File: src/rtl/port_change_events_quadrature_defines.svh
// Assertion macros used by the port change event RTL.
// Included by pceq_back, the module that carries concurrent checks; no other dependencies.
`ifndef PORT_CHANGE_EVENTS_QUADRATURE_DEFINES_SVH
`define PORT_CHANGE_EVENTS_QUADRATURE_DEFINES_SVH

`ifndef SYNTHESIS
// Implication or plain property, disabled while in reset
`define PCEQ_ASSERT(name, clk, rst, prop) \
  name: assert property (@(posedge clk) disable iff (rst) prop) \
    else $error("pceq check failed");
// Condition that must never be seen
`define PCEQ_NEVER(name, clk, rst, cond) \
  name: assert property (@(posedge clk) disable iff (rst) !(cond)) \
    else $error("pceq forbidden condition");
`else
`define PCEQ_ASSERT(name, clk, rst, prop)
`define PCEQ_NEVER(name, clk, rst, cond)
`endif

`endif

File: src/rtl/pceq_pkg.sv
// Shared constants for the port change event detector with quadrature decode.
// No dependencies; imported by every module of the block.
package pceq_pkg;

  // Configuration register indexes
  localparam logic [1:0] REG_ROT_A      = 2'd0;
  localparam logic [1:0] REG_ROT_B      = 2'd1;
  localparam logic [1:0] REG_STEP_TABLE = 2'd2;

  // Register reset values
  localparam logic [3:0]  ROT_A_RESET      = 4'd0;
  localparam logic [3:0]  ROT_B_RESET      = 4'd1;
  localparam logic [31:0] STEP_TABLE_RESET = 32'h3443_C11C;

  // Event kinds
  localparam logic [1:0] KIND_PRESS   = 2'd0;
  localparam logic [1:0] KIND_RELEASE = 2'd1;
  localparam logic [1:0] KIND_ROTARY  = 2'd2;

  // Queue between the classifier and the event serializer
  localparam int QUEUE_DEPTH = 4;

endpackage

File: src/rtl/pceq_front.sv
// Front end: holds configuration, compares each sample with the previous one,
// decodes the encoder pair and hands a classified entry to the queue. Uses pceq_pkg.
module pceq_front #(
  parameter int PORT_WIDTH = 16
) (
  input  logic                  clk,
  input  logic                  rst,
  input  logic                  cfg_valid,
  output logic                  cfg_ready,
  input  logic [1:0]            cfg_index,
  input  logic [31:0]           cfg_data,
  input  logic                  in_valid,
  output logic                  in_ready,
  input  logic [PORT_WIDTH-1:0] in_sample,
  output logic                  push_valid,
  input  logic                  push_ready,
  output logic                  push_rot,
  output logic [1:0]            push_step,
  output logic [PORT_WIDTH-1:0] push_mask,
  output logic [PORT_WIDTH-1:0] push_cur
);
  import pceq_pkg::*;

  logic [3:0]            rotary_a_bit;
  logic [3:0]            rotary_b_bit;
  logic [31:0]           step_table;
  logic [PORT_WIDTH-1:0] previous_sample;
  logic [1:0]            last_ab_pair;

  logic                  accept;
  logic [PORT_WIDTH-1:0] changed;
  logic                  a_in, b_in;
  logic [PORT_WIDTH-1:0] rmask;
  logic                  a_lvl, b_lvl;
  logic                  rot_hit;
  logic [3:0]            tab_idx;
  logic [1:0]            step_sel;
  logic                  rot_emit;

  assign cfg_ready = 1'b1;
  assign in_ready  = push_ready;
  assign accept    = in_valid && in_ready;

  // Encoder bits outside the port read as inactive and never change
  assign a_in  = {28'd0, rotary_a_bit} < 32'(PORT_WIDTH);
  assign b_in  = {28'd0, rotary_b_bit} < 32'(PORT_WIDTH);
  assign rmask = (a_in ? (PORT_WIDTH'(1) << rotary_a_bit) : '0)
               | (b_in ? (PORT_WIDTH'(1) << rotary_b_bit) : '0);
  assign a_lvl = a_in ? (PORT_WIDTH'(in_sample >> rotary_a_bit) & PORT_WIDTH'(1)) != '0
                      : 1'b1;
  assign b_lvl = b_in ? (PORT_WIDTH'(in_sample >> rotary_b_bit) & PORT_WIDTH'(1)) != '0
                      : 1'b1;

  // Change detection and step lookup
  assign changed  = in_sample ^ previous_sample;
  assign rot_hit  = (changed & rmask) != '0;
  assign tab_idx  = {last_ab_pair, ~a_lvl, ~b_lvl};
  assign step_sel = 2'(step_table >> {tab_idx, 1'b0});
  assign rot_emit = rot_hit && (step_sel != 2'd0) && (rotary_a_bit != rotary_b_bit);

  assign push_rot   = rot_emit;
  assign push_step  = step_sel;
  assign push_mask  = changed & ~rmask;
  assign push_cur   = in_sample;
  // Samples that cause no event are absorbed here
  assign push_valid = in_valid && (rot_emit || (push_mask != '0));

  // Configuration registers
  always_ff @(posedge clk) begin
    if (rst) begin
      rotary_a_bit <= ROT_A_RESET;
      rotary_b_bit <= ROT_B_RESET;
      step_table   <= STEP_TABLE_RESET;
    end else if (cfg_valid && cfg_ready) begin
      case (cfg_index)
        REG_ROT_A:      rotary_a_bit <= cfg_data[3:0];
        REG_ROT_B:      rotary_b_bit <= cfg_data[3:0];
        REG_STEP_TABLE: step_table   <= cfg_data;
        default: ;
      endcase
    end
  end

  // Sample history and encoder pair
  always_ff @(posedge clk) begin
    if (rst) begin
      previous_sample <= '1;
      last_ab_pair    <= 2'b00;
    end else if (accept) begin
      previous_sample <= in_sample;
      if (rot_hit) begin
        last_ab_pair <= {~a_lvl, ~b_lvl};
      end
    end
  end

endmodule

File: src/rtl/pceq_queue.sv
// Small FIFO of classified entries between the front end and the serializer.
// Depth from pceq_pkg; entry width from the parameter.
module pceq_queue #(
  parameter int WIDTH = 35
) (
  input  logic             clk,
  input  logic             rst,
  input  logic             in_valid,
  output logic             in_ready,
  input  logic [WIDTH-1:0] in_data,
  output logic             out_valid,
  input  logic             out_ready,
  output logic [WIDTH-1:0] out_data
);
  import pceq_pkg::*;

  localparam int PW = $clog2(QUEUE_DEPTH);
  localparam int CW = $clog2(QUEUE_DEPTH + 1);

  logic [WIDTH-1:0] entries [QUEUE_DEPTH];
  logic [PW-1:0]    wptr;
  logic [PW-1:0]    rptr;
  logic [CW-1:0]    count;
  logic             push;
  logic             pop;

  assign in_ready  = count != CW'(QUEUE_DEPTH);
  assign out_valid = count != '0;
  assign out_data  = entries[rptr];
  assign push      = in_valid && in_ready;
  assign pop       = out_valid && out_ready;

  // Entry storage
  always_ff @(posedge clk) begin
    if (push) begin
      entries[wptr] <= in_data;
    end
  end

  // Pointers and fill level
  always_ff @(posedge clk) begin
    if (rst) begin
      wptr  <= '0;
      rptr  <= '0;
      count <= '0;
    end else begin
      if (push) wptr <= PW'((32'(wptr) + 1) % QUEUE_DEPTH);
      if (pop)  rptr <= PW'((32'(rptr) + 1) % QUEUE_DEPTH);
      if (push && !pop) begin
        count <= count + CW'(1);
      end else if (pop && !push) begin
        count <= count - CW'(1);
      end
    end
  end

endmodule

File: src/rtl/pceq_back.sv
// Back end: takes one entry at a time and emits its events, one beat per cycle while
// out_ready holds, rotary step first, then changed bits lowest first. Uses pceq_pkg and the defines.
`include "port_change_events_quadrature_defines.svh"
module pceq_back #(
  parameter int PORT_WIDTH = 16
) (
  input  logic                  clk,
  input  logic                  rst,
  input  logic                  q_valid,
  output logic                  q_ready,
  input  logic                  q_rot,
  input  logic [1:0]            q_step,
  input  logic [PORT_WIDTH-1:0] q_mask,
  input  logic [PORT_WIDTH-1:0] q_cur,
  output logic                  out_valid,
  input  logic                  out_ready,
  output logic [1:0]            out_kind,
  output logic [3:0]            out_index,
  output logic [1:0]            out_step,
  output logic                  out_last
);
  import pceq_pkg::*;

  logic                  busy;
  logic                  rot_pend;
  logic [1:0]            step;
  logic [PORT_WIDTH-1:0] mask;
  logic [PORT_WIDTH-1:0] cur;

  logic                  load;
  logic                  advance;
  logic [PORT_WIDTH-1:0] low;
  logic [PORT_WIDTH-1:0] mask_rest;
  logic [3:0]            low_index;
  logic                  low_level;
  logic                  emit_last;

  assign q_ready = !busy;
  assign load    = q_valid && !busy;
  assign advance = busy && (!out_valid || out_ready);

  // Lowest pending bit and its position
  assign low       = mask & (~mask + PORT_WIDTH'(1));
  assign mask_rest = mask & ~low;
  assign low_level = (low & cur) != '0;
  always_comb begin
    low_index = 4'd0;
    for (int i = 0; i < PORT_WIDTH; i++) begin
      if (low[i]) low_index = low_index | 4'(i);
    end
  end
  assign emit_last = rot_pend ? (mask == '0) : (mask_rest == '0);

  // Working entry
  always_ff @(posedge clk) begin
    if (rst) begin
      busy     <= 1'b0;
      rot_pend <= 1'b0;
    end else if (load) begin
      busy     <= 1'b1;
      rot_pend <= q_rot;
    end else if (advance) begin
      rot_pend <= 1'b0;
      if (emit_last) busy <= 1'b0;
    end
  end

  always_ff @(posedge clk) begin
    if (load) begin
      step <= q_step;
      mask <= q_mask;
      cur  <= q_cur;
    end else if (advance && !rot_pend) begin
      mask <= mask_rest;
    end
  end

  // Output register
  always_ff @(posedge clk) begin
    if (rst) begin
      out_valid <= 1'b0;
    end else if (advance) begin
      out_valid <= 1'b1;
    end else if (out_ready) begin
      out_valid <= 1'b0;
    end
  end

  always_ff @(posedge clk) begin
    if (advance) begin
      out_last <= emit_last;
      if (rot_pend) begin
        out_kind  <= KIND_ROTARY;
        out_index <= 4'd0;
        out_step  <= step;
      end else begin
        out_kind  <= low_level ? KIND_RELEASE : KIND_PRESS;
        out_index <= low_index;
        out_step  <= 2'd0;
      end
    end
  end

  // A bit-only entry in progress always has a bit left to send
  `PCEQ_ASSERT(a_bits_left, clk, rst, busy && !rot_pend |-> mask != '0)
  // The final beat of an entry frees the serializer
  `PCEQ_ASSERT(a_last_frees, clk, rst, advance && emit_last |=> !busy)
  // Only entries with at least one event are taken
  `PCEQ_NEVER(a_empty_load, clk, rst, load && !q_rot && q_mask == '0)

endmodule

File: src/rtl/port_change_events_quadrature.sv
// Port change event detector with quadrature decode. The first event beat of a sample
// passes through the queue, the serializer's working entry and its output register.
// A sample with k events is loaded into the serializer, which then emits k beats,
// one beat per cycle without output stalls. Samples with no event are taken while
// the 4-entry queue has room; the queue decouples the sides.
// Reset (rst, synchronous): previous sample all ones, encoder pair zero, default registers.
module port_change_events_quadrature #(
  parameter int PORT_WIDTH = 16
) (
  input  logic                                 clk,
  input  logic                                 rst,
  input  logic                                 cfg_valid,
  output logic                                 cfg_ready,
  input  logic [1:0]                           cfg_index,
  input  logic [31:0]                          cfg_data,
  input  logic                                 s_tvalid,
  output logic                                 s_tready,
  // port_sample in the low PORT_WIDTH bits, zero padded to bytes
  input  logic [((PORT_WIDTH + 7) / 8) * 8-1:0] s_tdata,
  output logic                                 m_tvalid,
  input  logic                                 m_tready,
  // event_kind[1:0], bit_index[5:2], step[7:6]
  output logic [7:0]                           m_tdata,
  output logic                                 m_tlast
);
  import pceq_pkg::*;

  localparam int EW = 3 + 2 * PORT_WIDTH;

  logic                  f_valid, f_ready;
  logic                  f_rot;
  logic [1:0]            f_step;
  logic [PORT_WIDTH-1:0] f_mask, f_cur;
  logic                  q_valid, q_ready;
  logic [EW-1:0]         q_data;
  logic [1:0]            o_kind, o_step;
  logic [3:0]            o_index;

  // Classifier
  pceq_front #(.PORT_WIDTH(PORT_WIDTH)) u_front (
    .clk        (clk),
    .rst        (rst),
    .cfg_valid  (cfg_valid),
    .cfg_ready  (cfg_ready),
    .cfg_index  (cfg_index),
    .cfg_data   (cfg_data),
    .in_valid   (s_tvalid),
    .in_ready   (s_tready),
    .in_sample  (s_tdata[PORT_WIDTH-1:0]),
    .push_valid (f_valid),
    .push_ready (f_ready),
    .push_rot   (f_rot),
    .push_step  (f_step),
    .push_mask  (f_mask),
    .push_cur   (f_cur)
  );

  // Entry queue
  pceq_queue #(.WIDTH(EW)) u_queue (
    .clk       (clk),
    .rst       (rst),
    .in_valid  (f_valid),
    .in_ready  (f_ready),
    .in_data   ({f_cur, f_mask, f_step, f_rot}),
    .out_valid (q_valid),
    .out_ready (q_ready),
    .out_data  (q_data)
  );

  // Event serializer
  pceq_back #(.PORT_WIDTH(PORT_WIDTH)) u_back (
    .clk       (clk),
    .rst       (rst),
    .q_valid   (q_valid),
    .q_ready   (q_ready),
    .q_rot     (q_data[0]),
    .q_step    (q_data[2:1]),
    .q_mask    (q_data[PORT_WIDTH+2:3]),
    .q_cur     (q_data[EW-1:PORT_WIDTH+3]),
    .out_valid (m_tvalid),
    .out_ready (m_tready),
    .out_kind  (o_kind),
    .out_index (o_index),
    .out_step  (o_step),
    .out_last  (m_tlast)
  );

  assign m_tdata = {o_step, o_index, o_kind};

endmodule
File: config.mk
export PLATFORM = sky130hd
export DESIGN_NAME = port_change_events_quadrature
export DESIGN_NICKNAME = d
export VERILOG_FILES = /design/src/rtl/pceq_pkg.sv /design/src/rtl/pceq_front.sv /design/src/rtl/pceq_queue.sv /design/src/rtl/pceq_back.sv /design/src/rtl/port_change_events_quadrature.sv
export VERILOG_INCLUDE_DIRS = /design/src /design/src/rtl
export SDC_FILE = /design/constraint.sdc
export NUM_CORES = 1
export LEC_CHECK = 0
export BUFFER_PORTS_ARGS = -buffer_cell sky130_fd_sc_hd__buf_4
export CORE_ASPECT_RATIO = 0.6
export CORE_MARGIN = 2
export CORE_UTILIZATION = 45
export CTS_BUF_LIST = sky130_fd_sc_hd__clkbuf_4 sky130_fd_sc_hd__clkbuf_8
export DETAILED_ROUTE_END_ITERATION = 8
export GPL_ROUTABILITY_DRIVEN = 0
export PLACE_DENSITY = 0.68
export SLEW_MARGIN = 20
export SYNTH_ARGS = -nofsm -noshare
export SYNTH_HDL_FRONTEND = slang
export SYNTH_SLANG_ARGS = --single-unit
export TNS_END_PERCENT = 20
File: constraint.sdc
create_clock -name clk -period 3.7 [get_ports clk]
set_input_delay 0.185 -clock clk [delete_from_list [all_inputs] [get_ports clk]]
set_output_delay 0.185 -clock clk [all_outputs]
set_load 0.01 [all_outputs]
[Word-level counts from Yosys, hierarchy flattened]
Memory sizes are Yosys's and may differ from the RTL's. A register that Yosys moved wholly into a read port is not among the register bits.
Index checks and enable logic that the tools add are counted.
Cells by class
  add/sub/neg operators: 5
  multipliers: 0
  div/mod/pow operators: 0
  magnitude comparators: 0
  eq/ne operators: 4
  shifts and indexed selects: 5
  multiplexer cells: 32
  bitwise logic cells: 12
  reductions and logical operators: 35
Operators with widths (count)
  $and 16x16->16: 5
  $not 16->16: 3
  $reduce_bool 16->1: 3
  $logic_not 16->1: 2
  $mux 16: 2
  $mux 4: 8
  $shl 1x4->16 const A: 2
  $shr 16x4->1: 2
  $shr 32x5->2: 1
  $mux 3: 6
  $add 16x1->16 const B: 1
  $or 16x16->16: 1
  $xor 16x16->16: 1
  $mux 1: 12
  $reduce_bool 2->1: 6
  $logic_and 1x1->1: 10
  $reduce_and 2->1: 5
  $mux 2: 4
  $logic_not 1->1: 5
  $add 2x1->2 const B: 2
  $ne 4x4->1: 1
  $add 3x1->3 const B: 1
  $ne 3x3->1 const B: 1
  $reduce_bool 3->1: 1
  6 further kinds: 8
Word-level totals
  register bits: 111
  bits in latches: 0
  memory bits (writable): 140
  bits in read-only memories: 0
  input port bits: 55
  memories kept: 1
Memory list
  u_queue.entries: words 4, width 35, rd ports 1, clocked after memory_dff 1, write ports 1, line pceq_queue.sv:20  | logic [WIDTH-1:0] entries [QUEUE_DEPTH];

[Longest topological paths before layout]
Gate-level depths: netlist (run 1).
  depth in word-level cells: 18
  mapped depth: 16
  mapped depth without buffers: 14

[Cells and area by module]
From an unflattened synthesis (run 1), not the netlist that was laid out.
Unflattened totals
  cells, all modules: 870
  area, all modules: 11437.2 um^2
Modules (own cells, without submodules)
  pceq_queue: instances 1, cells an instance 231, area an instance 5567.8 um^2
  pceq_front: instances 1, cells an instance 436, area an instance 3674.8 um^2
  pceq_back: instances 1, cells an instance 203, area an instance 2194.6 um^2

[Least setup slack after synthesis (run 1)]
Ideal clock, no wire load.
  path type: register to register
  start point: reg u_front.rotary_b_bit[1]
  end point: mem u_queue.entries[0][0] (enable)
  arrival: 3.214 ns
  required time: 3.305 ns
  path slack: 0.091 ns
  cell stages (with the launch flop): 12
  period minus slack after synthesis: 3.609 ns
  cells stage by stage: dfxtp_1 -> buf_6 -> mux4_2 -> mux2_4 -> o22ai_4 -> buf_6 -> mux2i_1 -> o21a_1 -> o221ai_1 -> a311oi_2 -> nor2_2 -> and2_1
Between the ends
  cells in the longest elaborated chain, start to end: 11
  elaborated cells between the ends (all ways): 19
RTL lines
  start, declared: line pceq_front.sv:25  | logic [3:0] rotary_b_bit;
  start signal, assigned: line pceq_front.sv:77  | REG_ROT_B: rotary_b_bit <= cfg_data[3:0];
  $shr 16x4->1 / $shl 1x4->16 (equally long branches): line pceq_front.sv:51, pceq_front.sv:48
  $not 1->1 / $or 16x16->16 (equally long branches): line pceq_front.sv:57, pceq_front.sv:48
  $shr 32x5->2 / $and 16x16->16 (equally long branches): line pceq_front.sv:58, pceq_front.sv:56
  $reduce_bool 2->1 / $reduce_bool 16->1 (equally long branches): line pceq_front.sv:59, pceq_front.sv:56
  $logic_and 1x1->1 (2 in series): line pceq_front.sv:59  | assign rot_emit = rot_hit && (step_sel != 2'd0) && (rotary_a_bit != rotary_b_bit);
  $logic_or 1x1->1 (*): line pceq_front.sv:66  | assign push_valid = in_valid && (rot_emit || (push_mask != '0));
  $logic_and 1x1->1 (*): line pceq_front.sv:66
  $logic_and 1x1->1 (*): line pceq_queue.sv:30  | assign push = in_valid && in_ready;
  via u_queue.push: line pceq_queue.sv:24  | logic push;
  $mux 1 (*): line pceq_queue.sv:35  | if (push) begin
  $mux 1 (not written as such) (*): line pceq_queue.sv:36  | entries[wptr] <= in_data;
  end, declared: line pceq_queue.sv:20
The timed path passes the listed nets; every way through them passes the cells marked *.

[Worst setup path in the final report (run 1)]
  start point: reg u_front.rotary_b_bit[1]
  end point: reg u_queue.count[2]
Between the ends
  cells in the longest elaborated chain, start to end: 12
  elaborated cells between the ends (all ways): 22
RTL lines
  $shr 16x4->1 / $shl 1x4->16 (equally long branches): line pceq_front.sv:51, pceq_front.sv:48
  $not 1->1 / $or 16x16->16 (equally long branches): line pceq_front.sv:57, pceq_front.sv:48
  $shr 32x5->2 / $and 16x16->16 (equally long branches): line pceq_front.sv:58, pceq_front.sv:56
  $reduce_bool 2->1 / $reduce_bool 16->1 (equally long branches): line pceq_front.sv:59, pceq_front.sv:56
  $logic_and 1x1->1 (2 in series): line pceq_front.sv:59
  $logic_or 1x1->1 (*): line pceq_front.sv:66
  $logic_and 1x1->1 (*): line pceq_front.sv:66
  $logic_and 1x1->1 (*): line pceq_queue.sv:30
  via u_queue.push: line pceq_queue.sv:24
  $logic_not 1->1: line pceq_queue.sv:51  | end else if (pop && !push) begin
  $logic_and 1x1->1: line pceq_queue.sv:51
  $reduce_bool 2->1 (no source line)
  end signal, assigned: line pceq_queue.sv:50  | count <= count + CW'(1);
  end signal, assigned: line pceq_queue.sv:52  | count <= count - CW'(1);
  end, declared: line pceq_queue.sv:23  | logic [CW-1:0] count;
Marked as above.
A chain may end at the register's enable or synchronous reset.

==> results of run 1 <==
==> critical path: stages (launching register included) <==
cell	delay [ns]
dfxtp_4	0.39
mux4_2	0.50
mux2_4	0.32
o22ai_4	0.21
buf_4	0.16
mux4_2	0.48
nand2_1	0.09
nand3_2	0.11
a311oi_4	0.28
nor2_2	0.10
ha_2	0.20
inv_1	0.07
fa_2	0.19
xor2_1	0.07
or3_1	0.32
a21oi_2	0.12
==> registers in the layout, summed over array words and instances, names as in the netlist, 3 cells and up, named ones only <==
signal,cells
u_front.rotary_b_bit,4
u_front.previous_sample,16
u_front.step_table,32
u_front.rotary_a_bit,4
u_queue.count,3
u_back.mask,16
u_queue.entries,140
u_back.cur,16
u_back.out_index,4
==> power by group through the flow <==
stage	Combinational (mW)	Sequential, mW	Clock (mW)
4_1_cts	2.12	4.10	2.41
2_1_floorplan	1.50	3.95	0
5_1_grt	2.35	4.18	2.54
6_report	2.13	4.10	2.36
3_5_place_dp	2.06	4.16	0
3_3_place_gp	2.02	4.15	0
==> path summary, 6_finish.rpt <==
check	end	from	depth (start not counted)	slack [ns]
max reg2reg	u_queue.count[2]$_SDFFE_PP0P_	u_front.rotary_b_bit[1]$_SDFFE_PP0P_	15	0.03
min	u_queue.entries[2][25]$_DFFE_PP_	s_tdata[6]	2	0.04
min reg2reg	u_front.step_table[20]$_SDFFE_PP0P_	u_front.step_table[20]$_SDFFE_PP0P_	2	0.46
max	u_queue.count[2]$_SDFFE_PP0P_	u_front.rotary_b_bit[1]$_SDFFE_PP0P_	15	0.03
==> timing repair <==
item,4_1_cts,5_1_grt
hold buffers,43,0
pin swaps,4,5
resized for setup,7,7
setup endpoints to repair,2,2
setup buffers,2,1
hold endpoints to repair,85,0
==> cell families after synthesis <==
family	Yosys count	synth area share, %
other	1	0.0334
xor gates and xnor gates	24	1.87
DFF	253	61.5
AOI/OAI and AO/OA	127	7.88
and+or+nand+nor	320	14.0
adders and majority gates	9	1.00
buffers and inverters	62	2.52
muxes	69	11.2
==> routing by layer <==
| metal | global-route usage [%] | wire, µm | vias to the layer above |
|---|---|---|---|
| li1 | - | - | 3531 |
| met1 | 33.0 | 13200 | 3690 |
| met2 | 27.8 | 10700 | 285 |
| met3 | 5.19 | 2350 | 26 |
| met4 | 4.17 | 240 | 0 |
| met5 | 0 | 0 | - |
==> layout by cell type (no fill, tap or decap), drive strengths merged, types with 15 or more instances in the layout <==
cell type    count
nand3b          30
dfxtp           70
dlygate4sd3     43
mux4            43
xnor2           15
nor2            48
o21ai           20
nand2          148
edfxtp         183
nand2b          15
mux2i           18
a21oi           37
nor2b           26
buf            121
clkbuf          49
==> final cells by class <==
cell class / instances / share of cell area [%]
Multi-Input combinational cell: 550 / 29.9
Tap cell: 322 / 2.96
Inverter: 11 / 0.304
Timing Repair Buffer: 164 / 10.4
Clock inverter: 16 / 1.18
Clock buffer: 49 / 4.50
Sequential cell: 253 / 50.8
==> stage by stage <==
stage	TNS, ns	area, µm²
2_1_floorplan	0	11200
3_3_place_gp	-0.236	12300
3_5_place_dp	-0.359	12300
4_1_cts	0	13600
5_1_grt	-0.155	13600
6_report	0	13600
==> results.yml, run 1 <==
flow_run:
  maxCapViolations: 0
sta:
  fin_ws_ns: 0.0342
  rsz0062_at_grt: "yes"
  finalCritPeriodShare_pct: 99.1
  hold_viol_final: 0
  worstMarginPinSlew_ns: 1.06
  setup_viol: 0
  slew_viol_final: 0
  max_freq_mhz: 273
  timing.hold.ws_ns: 0.0362
  fin_worst_skew_ns: 0.0242
  period_needed_ns: 3.67
  slew_headroom_pct: 29.3
worst_setup_path:
  startpoint_type: "register"
  critPathMaxFanout: 4
  crit_required_ns: 4.18
  arrival_ns: 4.14
  end_kind: "register"
  worstSetupPathType: "register to register"
layout:
  nNetsFinal: 1077
  n_fill_cell: 2034
  diodes: 0
  seqCellArea_mm2: 0.00690
  drive_gt1_share_pct: 24.4
  fin_util_pct: 55.9
  syn2layout_area_growth_pct: 21.3
  multi_input_area_mm2: 0.00407
  fin_cells: 1365
place:
  post-place-cells: 1254
  dp_slack_ns: -0.197
  port_buffers: 65
  dp_hpwl_mm: 18.1
floorplan:
  start_util_pct: 46.1
  core_area_mm2: 0.0243
  die_h_um: 126
  dieArea_mm2: 0.0262
  fp-row-count: 44
  die_w_um: 208
  ios: 67
synthesis:
  yosysMostFrequentCell: "edfxtp_1"
  synthCells: 865
  ys.flop_type: "edfxtp_1"
  synth_seq_cells: 253
  yosys.area.top_type_share_pct: 49.0
  synth_fp_nets: 926
  synth.area.top_cells: "edfxtp_1, dfxtp_1, mux4_2, nand2_1, nand3b_1"
  synth_edf_count: 183
  yosys.area.top_type: "edfxtp_1"
  avgSynthCellArea_um2: 13.0
  netlist_area_mm2: 0.0112
  synth.distinct_cells: 84
  seq_area_frac_synth_pct: 61.5
  synth_warnings: 0
  async_flop_share_pct: 0
  synth_common_cells: "edfxtp_1, nand2_1, dfxtp_1"
power:
  switching_share_pct: 30.5
  p_leak_nw: 4.85
  peakVddDrop_mv: 0.309
  power_density_mw_per_mm2: 632
  internal-power_mw: 5.97
  p_sw_mw: 2.62
  clkPwrFrac_pct: 27.4
  combinationalPowerShare_pct: 24.8
  total_power_mw: 8.59
  seqPwrFrac_pct: 47.8
detailed_routing:
  drc: 0
  antenna_left: 0
  drt_pass1_iterations: 5
  wl_per_cell_um: 19.5
  postRouteWirelength_mm: 26.6
  drt_iter0_markers: 673
  route.vias.total: 7532
  vias_per_cell: 5.52
grt:
  first_global_vias: 7329
  overflow: 0
  grt_pass1_wl_mm: 41.8
  antenna_found_initial: 1
  grt_max_degree: 72
  grt.total_usage_pct: 20.6
clocking:
  clkTransAtPathRegs_ns: 0.07
  cts_max_path_buffers: 3
  clkSinkCount: 253
  clock_latency_ns: 0.55
  cts_tree: "done"
  clockRootBuffer: "clkbuf_8"
  cts-buffers-inserted: 36
  ctsHtreeMaxLevel: 2
worst_hold_path:
  min_path_type: "input pin to register"
outcome:
  status: "completed"
(Power assumes the default switching activity.)
==> inputs of run 2 (changes only) <==
ABC_AREA = 1   (was default)
==> results.yml, run 2 <==
layout:
  multi_input_area_mm2: 0.00371
  final_area_mm2: 0.0135
  n_fill_cell: 2052
  layout_common_cells: "nand2_1, edfxtp_1, nor2_1, o21ai_0, buf_4"
  max_flop_register: "u_queue.entries"
  drive_gt1_share_pct: 15.8
  diodes: 0
  fin_cells: 1624
  nNetsFinal: 1336
  top_regs: "u_queue.entries x140, u_front.step_table x32"
  syn2layout_area_growth_pct: 21.2
  fin_util_pct: 55.8
  seqCellArea_mm2: 0.00690
  layout_commonest_cell: "nand2_1"
  largest_reg_flops: 140
synthesis:
  avgSynthCellArea_um2: 9.79
  synth_edf_count: 183
  synth_seq_cells: 253
  synthCells: 1142
  synth_warnings: 0
  seq_area_frac_synth_pct: 61.7
  yosys.area.top_type: "edfxtp_1"
  synth_fp_nets: 1203
  ys.flop_type: "edfxtp_1"
  yosys.area.top_type_share_pct: 49.2
  synth_common_cells: "nand2_1, edfxtp_1, nor2_1"
  synth.distinct_cells: 47
  yosysMostFrequentCell: "nand2_1"
  synth.area.top_cells: "edfxtp_1, dfxtp_1, nand2_1, nor2_1, o21ai_0"
  netlist_area_mm2: 0.0112
  async_flop_share_pct: 0
worst_setup_path:
  arrival_ns: 3.81
  worst-path-buf-inv: 6
  crit_family: "simple AND/OR/NAND/NOR gates"
  max_stage_delay_ns: 0.37
  slowest_stage: "fa_1"
  end_kind: "register"
  r2r_slack_ns: 0.30
  cpMostUsedCell: "nand2_1"
  crit_required_ns: 4.12
  critPathMaxFanout: 14
  crit-reg2reg-launch: "u_front.rotary_b_bit[0]$_SDFFE_PP1P_"
  startpoint_type: "register"
  r2r_cells: 26
  worstSetupPathType: "register to register"
  r2r-end: "u_queue.count[2]$_SDFFE_PP0P_"
power:
  p_leak_nw: 5.34
  power_density_mw_per_mm2: 681
  peakVddDrop_mv: 0.455
sta:
  worstMarginPinSlew_ns: 0.694
  period_needed_ns: 3.40
  finalCritPeriodShare_pct: 91.8
  timing.hold.ws_ns: 0.0374
  max_freq_mhz: 294
  setup_viol: 0
  hold_viol_final: 0
  slew_headroom_pct: 53.7
  fin_worst_skew_ns: 0.0270
  fin_ws_ns: 0.304
  slew_viol_final: 0
detailed_routing:
  route.vias.total: 8666
  drc: 0
  postRouteWirelength_mm: 29.0
  drt_pass1_iterations: 6
  antenna_left: 0
  drt_iter0_markers: 1047
  wl_per_cell_um: 17.9
  vias_per_cell: 5.34
clocking:
  cts_max_path_buffers: 3
  clock_latency_ns: 0.54
  clkTransAtPathRegs_ns: 0.07
  cts-buffers-inserted: 37
  cts_tree: "done"
  ctsHtreeMaxLevel: 2
  clkSinkCount: 253
  clockRootBuffer: "clkbuf_8"
grt:
  grt_pass1_wl_mm: 45.5
  first_global_vias: 8144
  grt_max_degree: 71
  antenna_found_initial: 1
  overflow: 0
  grt.total_usage_pct: 22.3
floorplan:
  ios: 67
  fp-row-count: 44
  core_area_mm2: 0.0243
  die_h_um: 126
  start_util_pct: 46.0
  dieArea_mm2: 0.0262
  die_w_um: 207
place:
  post-place-cells: 1499
  place_area_mm2: 0.0121
  dp_hpwl_mm: 18.8
  port_buffers: 65
  dp_slack_ns: 0.285
outcome:
  status: "completed"
worst_hold_path:
  min_to: "u_front.rotary_b_bit[0]$_SDFFE_PP1P_"
  hp-start: "cfg_index[1]"
  hold_path_depth: 4
  min_path_type: "input pin to register"
flow_run:
  maxCapViolations: 0
==> run 2: how the worst max path moves through the flow <==
stage                                              start                         endpoint  slack [ns]  cells after the start
floorplan           u_front.rotary_b_bit[0]$_SDFFE_PP1P_  u_queue.entries[0][0]$_DFFE_PP_        0.10                     19
global placement    u_front.rotary_b_bit[1]$_SDFFE_PP0P_    u_queue.count[1]$_SDFFE_PP0P_        0.40                     16
detailed placement  u_front.rotary_b_bit[1]$_SDFFE_PP0P_    u_queue.count[2]$_SDFFE_PP0P_        0.29                     23
CTS                 u_front.rotary_b_bit[1]$_SDFFE_PP0P_    u_queue.count[2]$_SDFFE_PP0P_        0.28                     23
global route        u_front.rotary_a_bit[0]$_SDFFE_PP0P_    u_queue.count[2]$_SDFFE_PP0P_       -0.02                     25
finish              u_front.rotary_b_bit[0]$_SDFFE_PP1P_    u_queue.count[2]$_SDFFE_PP0P_        0.30                     26
==> run 2: per-layer routing <==
metal / track usage [%] / up-vias / wire length [µm]
met5: 0 / - / 0
met4: 5.08 / 0 / 471
met3: 5.29 / 48 / 2890
met2: 30.2 / 367 / 11500
met1: 35.7 / 4046 / 14200
li1: - / 4205 / -
==> run 2: timing repair <==
action	in CTS	in global routing
buffers inserted	0	9
endpoints found under the setup margin	0	2
gates resized for setup	0	4
endpoints found under the hold margin	122	0
hold buffers	50	0
==> run 2: cell families after synthesis <==
family | synth area share, %
xor+xnor | 1.49
compound gates | 11.0
buf+inv | 5.40
flops | 61.7
simple gates | 19.6
other cells | 0.0336
fa+ha+maj | 0.739
==> run 2: final cells by class <==
type	count	share of cell area, %
clock inverter	21	2.25
timing repair buffer	145	9.42
inverter	98	2.74
sequential	253	50.9
tap	322	2.97
clock buffer	45	4.25
multi-input combinational	740	27.4
==> run 2: worst min-delay path, stage by stage <==
cell      delay [ns]
buf_4           0.10
nor3_1          0.08
nand2_1         0.07
o211ai_1        0.08
==> run 2: power by group <==
group | internal, mW | total, mW | switching, mW
Sequential | 3.78 | 4.05 | 0.273
Combinational | 0.792 | 2.48 | 1.69
Clock | 1.60 | 2.69 | 1.10
Total | 6.16 | 9.23 | 3.06
==> run 2: per-stage QoR <==
stage          setup TNS, ns  power (mW)
2_1_floorplan              0        5.60
3_3_place_gp               0        6.46
3_5_place_dp               0        6.51
4_1_cts                    0        9.23
5_1_grt              -0.0164        9.75
6_report                   0        9.23
